## config.mk

```make
export PLATFORM = sky130hd
export DESIGN_NAME = sorted_id_set_with_range_dump
export DESIGN_NICKNAME = d
export VERILOG_FILES = /design/src/hw/rtl/sids_pkg.sv /design/src/hw/rtl/sids_datapath.sv /design/src/hw/rtl/sids_ctrl.sv /design/src/hw/rtl/sorted_id_set_with_range_dump.sv
export SDC_FILE = /design/constraint.sdc
export NUM_CORES = 2
export LEC_CHECK = 0
export ABC_CLOCK_PERIOD_IN_PS = 7000
export BUFFER_PORTS_ARGS = -buffer_cell sky130_fd_sc_hd__buf_4
export CAP_MARGIN = 20
export CORE_MARGIN = 3
export CORE_UTILIZATION = 35
export CTS_CLUSTER_DIAMETER = 30
export DETAILED_ROUTE_END_ITERATION = 7
export PLACE_DENSITY = 0.53
export SETUP_SLACK_MARGIN = 0.3
export SYNTH_ARGS = -nofsm -noshare
export SYNTH_HDL_FRONTEND = slang
export SYNTH_SLANG_ARGS = --single-unit
```

## constraint.sdc

```tcl
create_clock -name clk -period 7 [get_ports clk]
set_input_delay 0 -clock clk [delete_from_list [all_inputs] [get_ports clk]]
set_output_delay 0 -clock clk [all_outputs]
set_load 0.02 [all_outputs]
```

## src/hw/rtl/sids_pkg.sv

```systemverilog
`timescale 1ns / 1ps
`default_nettype none
// ----------------------------------------------------------------------------
// sids_pkg: shared types and constants for the sorted identifier set
// Request and result words, operation codes and the command and status
// bundles that join the controller to the datapath.
// ----------------------------------------------------------------------------
package sids_pkg;

  localparam int CAPACITY    = 32;
  localparam int MAX_RESULTS = 32;
  localparam int ID_W        = 32;
  localparam int CNT_W       = $clog2(CAPACITY + 1);
  localparam int RUN_W       = (MAX_RESULTS > 1) ? $clog2(MAX_RESULTS) : 1;
  localparam int OP_W        = 3;
  localparam int FIELD_CNT_W = 6;

  localparam logic [OP_W-1:0] OP_INSERT = 3'd0;
  localparam logic [OP_W-1:0] OP_DELETE = 3'd1;
  localparam logic [OP_W-1:0] OP_QUERY  = 3'd2;
  localparam logic [OP_W-1:0] OP_CLEAR  = 3'd3;
  localparam logic [OP_W-1:0] OP_DUMP   = 3'd4;

  typedef struct packed {
    logic [OP_W-1:0] op;
    logic [ID_W-1:0] chunk_id;
  } in_word_t;

  typedef struct packed {
    logic                   was_present;
    logic                   dropped_full;
    logic [FIELD_CNT_W-1:0] entry_count;
    logic                   run_valid;
    logic [ID_W-1:0]        run_first;
    logic [ID_W-1:0]        run_final;
    logic                   last;
  } out_word_t;

  // controller -> datapath
  typedef struct packed {
    logic apply;       // execute the request word at the input
    logic rotate;      // move every cell down by one, head wraps to the tail
    logic hold_first;  // capture head as the first value of the open run
    logic emit_run;    // load a run word into the output register
    logic use_head;    // run opened on this cycle: first value is the head
    logic run_last;    // run word closes the dump
  } dp_cmd_t;

  // datapath -> controller
  typedef struct packed {
    logic [CNT_W-1:0] count;
    logic             head_consec;  // second cell is head + 1
    logic             out_free;     // output register can take a word
  } dp_stat_t;

  function automatic logic [FIELD_CNT_W-1:0] sat_count(input logic [CNT_W-1:0] c);
    if ({1'b0, c} > (CNT_W + 1)'(63)) begin
      return 6'd63;
    end
    return FIELD_CNT_W'(c);
  endfunction

endpackage
`default_nettype wire

```

## src/hw/rtl/sids_datapath.sv

```systemverilog
`timescale 1ns / 1ps
`default_nettype none
// ----------------------------------------------------------------------------
// sids_datapath: compare-and-shift cell array with output register
// Each cell compares its entry against the key in parallel; insert and
// delete shift the tail of the array by one place.
// ----------------------------------------------------------------------------
module sids_datapath (
  input  wire logic                clk,
  input  wire logic                rst_n,
  input  sids_pkg::dp_cmd_t        cmd,
  input  sids_pkg::in_word_t       in_word,
  input  wire logic                out_stall,
  output sids_pkg::dp_stat_t       stat,
  output logic                     out_valid,
  output sids_pkg::out_word_t      out_word
);

  localparam int CAP   = sids_pkg::CAPACITY;
  localparam int CW    = sids_pkg::CNT_W;
  localparam int HEAD1 = (CAP > 1) ? 1 : 0;

  logic [sids_pkg::ID_W-1:0] cell_r   [CAP];
  logic [sids_pkg::ID_W-1:0] cell_nxt [CAP];
  logic [CAP-1:0]            lt;
  logic [CAP-1:0]            eq;
  logic [CW-1:0]             count_r, count_nxt;
  logic [sids_pkg::ID_W-1:0] first_r;
  logic                      out_valid_r;
  sids_pkg::out_word_t       out_word_r;

  logic [sids_pkg::ID_W-1:0] key;
  logic [sids_pkg::ID_W-1:0] head;
  logic                      present, full;
  logic                      do_ins, do_del, do_clr;
  logic                      op_lookup;

  assign key  = in_word.chunk_id;
  assign head = cell_r[0];

  genvar gi;
  generate
    for (gi = 0; gi < CAP; gi++) begin : g_cell
      localparam int UP = (gi == CAP - 1) ? gi : gi + 1;
      localparam int DN = (gi == 0) ? 0 : gi - 1;
      localparam int RT = (gi == CAP - 1) ? 0 : gi + 1;
      logic held;

      assign held   = CW'(gi) < count_r;
      assign lt[gi] = held && (cell_r[gi] < key);
      assign eq[gi] = held && (cell_r[gi] == key);

      always_comb begin
        priority if (cmd.rotate) begin
          cell_nxt[gi] = cell_r[RT];
        end else if (do_ins) begin
          if (lt[gi]) begin
            cell_nxt[gi] = cell_r[gi];
          end else if ((gi == 0) || lt[DN]) begin
            cell_nxt[gi] = key;
          end else begin
            cell_nxt[gi] = cell_r[DN];
          end
        end else if (do_del && !lt[gi]) begin
          cell_nxt[gi] = cell_r[UP];
        end else begin
          cell_nxt[gi] = cell_r[gi];
        end
      end

      always_ff @(posedge clk) begin
        cell_r[gi] <= cell_nxt[gi];
      end
    end
  endgenerate

  assign present   = |eq;
  assign full      = count_r >= CW'(CAP);
  assign op_lookup = (in_word.op == sids_pkg::OP_INSERT) ||
                     (in_word.op == sids_pkg::OP_DELETE) ||
                     (in_word.op == sids_pkg::OP_QUERY);
  assign do_ins    = cmd.apply && (in_word.op == sids_pkg::OP_INSERT) && !present && !full;
  assign do_del    = cmd.apply && (in_word.op == sids_pkg::OP_DELETE) && present;
  assign do_clr    = cmd.apply && (in_word.op == sids_pkg::OP_CLEAR);

  always_comb begin
    priority if (do_clr) begin
      count_nxt = '0;
    end else if (do_ins) begin
      count_nxt = count_r + 1'b1;
    end else if (do_del) begin
      count_nxt = count_r - 1'b1;
    end else begin
      count_nxt = count_r;
    end
  end

  always_ff @(posedge clk) begin
    if (!rst_n) begin
      count_r     <= '0;
      out_valid_r <= 1'b0;
    end else begin
      count_r <= count_nxt;
      if (cmd.apply || cmd.emit_run) begin
        out_valid_r <= 1'b1;
      end else if (!out_stall) begin
        out_valid_r <= 1'b0;
      end
    end
  end

  always_ff @(posedge clk) begin
    if (cmd.hold_first) begin
      first_r <= head;
    end
    if (cmd.apply) begin
      out_word_r.was_present  <= op_lookup && present;
      out_word_r.dropped_full <= (in_word.op == sids_pkg::OP_INSERT) && !present && full;
      out_word_r.entry_count  <= sids_pkg::sat_count(count_nxt);
      out_word_r.run_valid    <= 1'b0;
      out_word_r.run_first    <= '0;
      out_word_r.run_final    <= '0;
      out_word_r.last         <= 1'b1;
    end else if (cmd.emit_run) begin
      out_word_r.was_present  <= 1'b0;
      out_word_r.dropped_full <= 1'b0;
      out_word_r.entry_count  <= sids_pkg::sat_count(count_r);
      out_word_r.run_valid    <= 1'b1;
      out_word_r.run_first    <= cmd.use_head ? head : first_r;
      out_word_r.run_final    <= head;
      out_word_r.last         <= cmd.run_last;
    end
  end

  assign stat.count       = count_r;
  assign stat.head_consec = cell_r[HEAD1] == (head + 32'd1);
  assign stat.out_free    = !out_valid_r || !out_stall;
  assign out_valid        = out_valid_r;
  assign out_word         = out_word_r;

endmodule
`default_nettype wire

```

## src/hw/rtl/sids_ctrl.sv

```systemverilog
`timescale 1ns / 1ps
`default_nettype none
// ----------------------------------------------------------------------------
// sids_ctrl: request sequencer for the sorted identifier set
// Issues updates and walks the cell array during a dump, rotating it one entry
// per cycle unless a run word is held up, until the original order is back.
// ----------------------------------------------------------------------------
module sids_ctrl (
  input  wire logic                              clk,
  input  wire logic                              rst_n,
  input  wire logic                              in_valid,
  input  wire logic [sids_pkg::OP_W-1:0]         in_op,
  input  sids_pkg::dp_stat_t                     stat,
  output logic                                   in_stall,
  output sids_pkg::dp_cmd_t                      cmd
);

  localparam int CW = sids_pkg::CNT_W;
  localparam int RW = sids_pkg::RUN_W;

  localparam logic [1:0] ST_IDLE    = 2'd0;
  localparam logic [1:0] ST_SCAN    = 2'd1;
  localparam logic [1:0] ST_RESTORE = 2'd2;

  logic [1:0]    state_r, state_nxt;
  logic [CW-1:0] k_r, k_nxt;
  logic [RW-1:0] runs_r, runs_nxt;
  logic          start_r, start_nxt;

  logic          accept;
  logic [CW-1:0] k_inc;
  logic          more, cont, run_last;

  assign in_stall = (state_r != ST_IDLE) || !stat.out_free;
  assign accept   = in_valid && !in_stall;
  assign k_inc    = k_r + 1'b1;
  assign more     = k_inc < stat.count;
  assign cont     = more && stat.head_consec;
  assign run_last = !more || (runs_r == RW'(sids_pkg::MAX_RESULTS - 1));

  always_comb begin
    state_nxt = state_r;
    k_nxt     = k_r;
    runs_nxt  = runs_r;
    start_nxt = start_r;
    cmd       = '0;
    unique case (state_r)
      ST_IDLE: begin
        if (accept) begin
          if ((in_op == sids_pkg::OP_DUMP) && (stat.count != '0)) begin
            state_nxt = ST_SCAN;
            k_nxt     = '0;
            runs_nxt  = '0;
            start_nxt = 1'b1;
          end else begin
            cmd.apply = 1'b1;
          end
        end
      end
      ST_SCAN: begin
        if (cont) begin
          // extend the open run
          cmd.rotate     = 1'b1;
          cmd.hold_first = start_r;
          k_nxt          = k_inc;
          start_nxt      = 1'b0;
        end else if (stat.out_free) begin
          cmd.emit_run = 1'b1;
          cmd.use_head = start_r;
          cmd.run_last = run_last;
          cmd.rotate   = 1'b1;
          k_nxt        = k_inc;
          start_nxt    = 1'b1;
          runs_nxt     = runs_r + 1'b1;
          if (run_last) begin
            state_nxt = ST_RESTORE;
          end
        end
      end
      ST_RESTORE: begin
        // finish the full turn so the cells are back in order
        if (k_r == CW'(sids_pkg::CAPACITY)) begin
          state_nxt = ST_IDLE;
        end else begin
          cmd.rotate = 1'b1;
          k_nxt      = k_inc;
        end
      end
      default: begin
        state_nxt = ST_IDLE;
      end
    endcase
  end

  always_ff @(posedge clk) begin
    if (!rst_n) begin
      state_r <= ST_IDLE;
      k_r     <= '0;
      runs_r  <= '0;
      start_r <= 1'b0;
    end else begin
      state_r <= state_nxt;
      k_r     <= k_nxt;
      runs_r  <= runs_nxt;
      start_r <= start_nxt;
    end
  end

endmodule
`default_nettype wire

```

## src/hw/rtl/sorted_id_set_with_range_dump.sv

```systemverilog
`timescale 1ns / 1ps
`default_nettype none
// ----------------------------------------------------------------------------
// sorted_id_set_with_range_dump: ascending set of 32-bit identifiers
// Insert, delete, query, clear and run dump over a compare-and-shift array.
// ----------------------------------------------------------------------------
// Insert, delete, query, clear and the dump of an empty set each return one
// word; they are accepted back to back while the output register drains. A
// dump of a non-empty set rotates the cell array one entry per cycle unless a
// run word is held up by the output, emitting a word at the end of every run
// of consecutive values, and stalls the input until the full rotation has
// returned the cells to their order.
module sorted_id_set_with_range_dump (
  input  wire logic           clk,
  input  wire logic           rst_n,
  input  wire logic           in_valid,
  output logic                in_stall,
  input  sids_pkg::in_word_t  in_word,
  output logic                out_valid,
  input  wire logic           out_stall,
  output sids_pkg::out_word_t out_word
);

  sids_pkg::dp_cmd_t  cmd;
  sids_pkg::dp_stat_t stat;

  sids_ctrl u_ctrl (
    .clk      (clk),
    .rst_n    (rst_n),
    .in_valid (in_valid),
    .in_op    (in_word.op),
    .stat     (stat),
    .in_stall (in_stall),
    .cmd      (cmd)
  );

  sids_datapath u_dp (
    .clk       (clk),
    .rst_n     (rst_n),
    .cmd       (cmd),
    .in_word   (in_word),
    .out_stall (out_stall),
    .stat      (stat),
    .out_valid (out_valid),
    .out_word  (out_word)
  );

`ifndef NO_ASSERTIONS
  a_no_overwrite: assert property (@(posedge clk) disable iff (!rst_n)
    (cmd.apply || cmd.emit_run) |-> (!out_valid || !out_stall))
    else $error("output word overwritten while stalled");

  a_rotate_blocks_input: assert property (@(posedge clk) disable iff (!rst_n)
    cmd.rotate |-> (in_stall && !cmd.apply))
    else $error("request taken during dump rotation");

  a_count_bound: assert property (@(posedge clk) disable iff (!rst_n)
    out_valid |-> ({1'b0, out_word.entry_count} <= 7'(sids_pkg::CAPACITY)))
    else $error("entry count above capacity");

  a_run_word_shape: assert property (@(posedge clk) disable iff (!rst_n)
    cmd.emit_run |=> (out_valid && out_word.run_valid && !out_word.was_present))
    else $error("run word malformed");
`endif

endmodule
`default_nettype wire

```

# After elaboration in Yosys (flattened, before gate mapping)

Memories as Yosys holds them, arrays and structs flattened.
Index checks and enable logic that the tools add are counted.
W data, S select, Z words.

Equality and inequality tests: 50
Reduce and logical (&&, ||, !) cells: 163
Muxes and demuxes: 200
Add/sub/neg operators: 5
$lt $le $gt $ge: 66

Operators with widths:

| kind                    | number |
|---|---|
| $mux W32                | 159 |
| $eq A32 B32 Y1          | 33 |
| $lt A32 B32 Y1          | 32 |
| $mux W74                | 2 |
| $logic_and A1 B1 Y1     | 107 |
| $lt A5 B6 Y1 const A    | 16 |
| $lt A4 B6 Y1 const A    | 8 |
| $mux W6                 | 8 |
| $logic_not A1 Y1        | 38 |
| $add A32 B1 Y32 const B | 1 |
| $reduce_or A32 Y1       | 1 |
| $lt A3 B6 Y1 const A    | 4 |
| $mux W5                 | 4 |
| $pmux W6 S3             | 1 |
| $mux W1                 | 13 |
| $add A6 B1 Y6 const B   | 2 |
| $lt A1 B6 Y1 const A    | 2 |
| $lt A2 B6 Y1 const A    | 2 |
| $mux W2                 | 6 |
| $ne A2 B1 Y1 const B    | 6 |
| $pmux W5 S2             | 1 |
| $reduce_and A5 Y1       | 2 |
| $eq A3 B2 Y1 const B    | 2 |
| $eq A6 B6 Y1 const B    | 1 |
| 23 further kinds        | 33 |

Bits in registers: 127
Memories kept: 1
Output and inout bits: 76
Input port bits: 39
RAM bits: 1024
Logic and storage cells: 499

Memory list:

| memory      | words | bits a word | rd ports | clocked after memory_dff | wr ports | line                | source |
|---|---|---|---|---|---|---|---|
| u_dp.cell_r | 32    | 32          | 32       | 0                        | 32       | sids_datapath.sv:23 | `logic [sids_pkg::ID_W-1:0] cell_r [CAP];` |

# Longest topological paths before layout

Depth in word-level cells: 14
Gate-level depth with buffers: 16

# Modules after synthesis

Synthesis repeated with hierarchy kept, for this count alone.

Cell total of the unflattened synthesis: 8025
Area total of the unflattened synthesis: 82247.6 um^2

Modules (own cells, without submodules):

| module        | instances | area each (um^2) | cells each |
|---|---|---|---|
| sids_datapath | 1         | 81107.8          | 7886 |
| sids_ctrl     | 1         | 1139.8           | 139 |

# Worst setup path before layout

Ideal clock, no wire load.

Path type: input port to flip-flop
Start point: in in_word[29] (netlist name)
End point: mem u_dp.cell_r[2][100] (netlist name) (enable)
Required time: 6534 ps
Stages: 13
Data arrival time: 5528 ps
Library setup time: 466 ps
Slack: 1006 ps
Cell sequence: clkbuf_1 -> inv_1 -> ha_1 -> nand3_1 -> or3_1 -> or4_1 -> o2111ai_1 -> nor4_1 -> nand3_1 -> clkbuf_1 -> mux2i_1 -> clkbuf_1 -> o21ai_0

RTL lines:

| what        | line                                | source |
|---|---|---|
| from (decl) | sorted_id_set_with_range_dump.sv:18 | `input sids_pkg::in_word_t in_word,` |
| to (decl)   | sids_datapath.sv:23                 |  |

==> impl_metrics.ini <==
[yosys]
synth_area_leaders = edfxtp_1 36%, mux2_4 15%, ha_1 15%
ys.flop_type = edfxtp_1
netlist_area_mm2 = 0.08914
ys_ff_latch = 1151
ys_seq_area_share_pct = 37.80
async_flop_share_pct = 0
yosysWarnings = 0
syn_inst = 7028
synth_edf_count = 1064
yosys.area.top_type_share_pct = 35.85
synth.distinct_cells = 85
syn_nets = 8107
avgSynthCellArea_um2 = 12.68
synth_top_area_cell = edfxtp_1

[placed_design]
gp_congestion = 0.9109
io_buffers = 114
dp_hpwl_um = 246100
place_area_mm2 = 0.09468
dp.cells = 10350

[floorplan]
start_util_pct = 35.33
die_h_um = 510.7
design.core.area_mm2 = 0.2523
ios = 115
die_w_um = 510.7
row_count = 184
die_area_mm2 = 0.2608

[setup_path]
cp_cell_sequence = inv_1 -> ha_1 -> or3b_2 -> a21oi_1 -> or3_1 -> o21ai_0 -> nor4_1 -> nand3_1 -> or2_1 -> and3b_4 -> buf_12 -> buf_4 -> buf_4 -> mux2_4
slowest_delay_ns = 0.87
cp_top_family = simple AND/OR/NAND/NOR gates
cp.required_ns = 7.68
cpMaxStageDelayCell = a21oi_1
critPathBufInv = 4
end_kind = flop
arrival_ns = 7.12
path_class = flop to flop
cp_max_fo = 20
crit_top_cell = buf_4
critPathLaunchType = flop

[timing]
fmax_mhz = 155.1
skew_ns = 0.07368
worstMarginPinSlew_ns = 1.188
relSlewSlack_pct = 20.06
period_share_pct = 92.09
hold_viol_final = 0
timing.hold.ws_ns = 0.09004
tns_ns = 0
fin_crit_ns = 6.446
rsz0062_at_grt = no
drv_slew = 0
setup_viol = 0

[routing]
via_per_inst = 5.904
postRouteAntennaNets = 0
vias = 65240
drt-pass1-iter-count = 8
wl_um = 333300
dr.first_iter.drc_count = 6225
wl_per_cell_um = 30.17
drc = 0

[status]
status = finished clean

[job]
cap_violations = 0

[clock_tree]
cts-root-buf = clkbuf_16
worstSkewPairLatency_ns = 0.96
h-tree-depth = 5
clock-sinks = 1151
clock_path_buffers = 4
clk_pin_slew_ns = 0.05
cts_tree = built
cts-buffers-inserted = 364

[final_layout]
postLayoutCellArea_mm2 = 0.1067
area_growth_pct = 19.69
final_nets = 8496
mostFrequentLayoutCell = edfxtp_1
final_cell_mix = 1064 x edfxtp_1, 1040 x ha_1, 986 x mux2_2
drive_gt1_share_pct = 37.62
finalNonFillerCells = 11050

[global_route]
overflow = 0
grt_use_met1_pct = 34.47
grt_pass1_wl_um = 472600
grtUsageMet3_pct = 3.723
grtUsageMet2_pct = 37.03
grt.total_usage_pct = 24.48
antenna_found_initial = 14
grt_max_degree = 75
busiest_layer = met2
grt_pass1_vias = 64710

[power]
p_leak_nw = 42.65
peakVddDrop_v = 0.0002699
p_total_mw = 33.86
pwr_density_cell_mw_per_mm2 = 317.4

[hold_path]
hp-class = input port to flop
-- cells in the mapped netlist (all sizes together) (16+ instances only) --
library cell  count
a21oi           340
xor2             24
buf             178
dfxtp            87
inv             115
xnor2            29
mux2           1886
mux2i           113
o21a             66
clkbuf          236
nand4           265
ha             1040
nor2            145
nand3           155
nor3             65
nor4             49
or3              20
and3             20
o21ai           245
o211ai           50
nor2b            78
nand2           166
and2             16
a2111oi          16
a31oi            51
a21o            264
edfxtp         1064
a211oi           61
nand2b           22
-- worst reg2reg max path: cells and delay by family (launching register included) --
family / cells / cell delay (ns)
adder cells (fa/ha/maj): 1 / 0.44
multiplexers: 1 / 0.32
buffers and inverters: 4 / 1.22
AND/OR/NAND/NOR: 6 / 2.60
AO/OA/AOI/OAI: 2 / 1.18
flip-flops: 1 / 0.47
-- flip-flops by register name, summed over array words and instances (netlist names) --
name,count
u_ctrl.k_r,6
u_ctrl.start_r,1
u_dp.out_word,74
u_dp.count_r,6
u_dp.out_valid,1
u_ctrl.runs_r,5
u_dp.first_r,32
u_ctrl.state_r,2
u_dp.cell_r,1024
-- path summary, 6_finish.rpt --
check                                       from                 end  slack (ns)  cells past startpoint
worst max-delay path             u_dp.count_r[1]  u_dp.cell_r[2][25]        0.55                     14
worst min register to register  u_dp.out_word[9]    u_dp.out_word[9]        0.48                      2
worst max register to register   u_dp.count_r[1]  u_dp.cell_r[2][25]        0.55                     14
worst min-delay path                       rst_n      u_ctrl.start_r        0.09                      4
-- cell families (layout without fill, tap and decap cells) --
family	after synthesis	after routing	share of synthesized area, %
AOI/OAI and AO/OA	1198	1198	8.581
other	0	8	0
and+or+nand+nor	1057	1057	6.419
DFF	1151	1151	37.80
muxes	1999	1999	28.89
adders and majority gates	1040	1040	14.60
xor gates and xnor gates	53	53	0.5208
buffers and inverters	530	1195	3.196
-- layout make-up --
| type | instances | area, um2 |
|---|---|---|
| sequential | 1151 | 33690 |
| clock inverter | 198 | 1837 |
| timing repair buffer | 437 | 3968 |
| antenna | 8 | 20.02 |
| multi-input combinational | 5347 | 52960 |
| clock buffer | 444 | 9578 |
| inverter | 116 | 437.9 |
| fill | 23230 | 145600 |
| tap | 3348 | 4189 |
-- what timing repair did --
item                                   4_1_cts  5_1_grt
setup buffers                                0        0
hold buffers                                41        0
endpoints found under the hold margin      378        0
setup endpoints to repair                    0       54
gates resized for setup                      0        1
-- per-stage QoR --
| stage | utilization [%] | setup slack [ns] |
|---|---|---|
| after floorplan | - | 1.006 |
| after global placement | 37.50 | 0.3392 |
| after detailed placement | 37.52 | 0.4037 |
| after CTS | 42.21 | 0.4118 |
| after global routing | 42.27 | 0.5215 |
| final | 42.28 | 0.5538 |
-- report_power, final --
part	internal [mW]	switching, mW
sequential	9.26	1.44
clock	10.7	4.62
combinational	3.73	4.06
total	23.7	10.1
-- metal layers --
layer	vias to the layer above	share of wire (%)	wire, um
met2	2754	43	143700
met3	731	6.3	20900
met5	-	0.0075	25
met4	4	4.8	15880
met1	33160	46	152800
li1	28590	-	-
No activity file was read; power rests on OpenSTA's default activity.
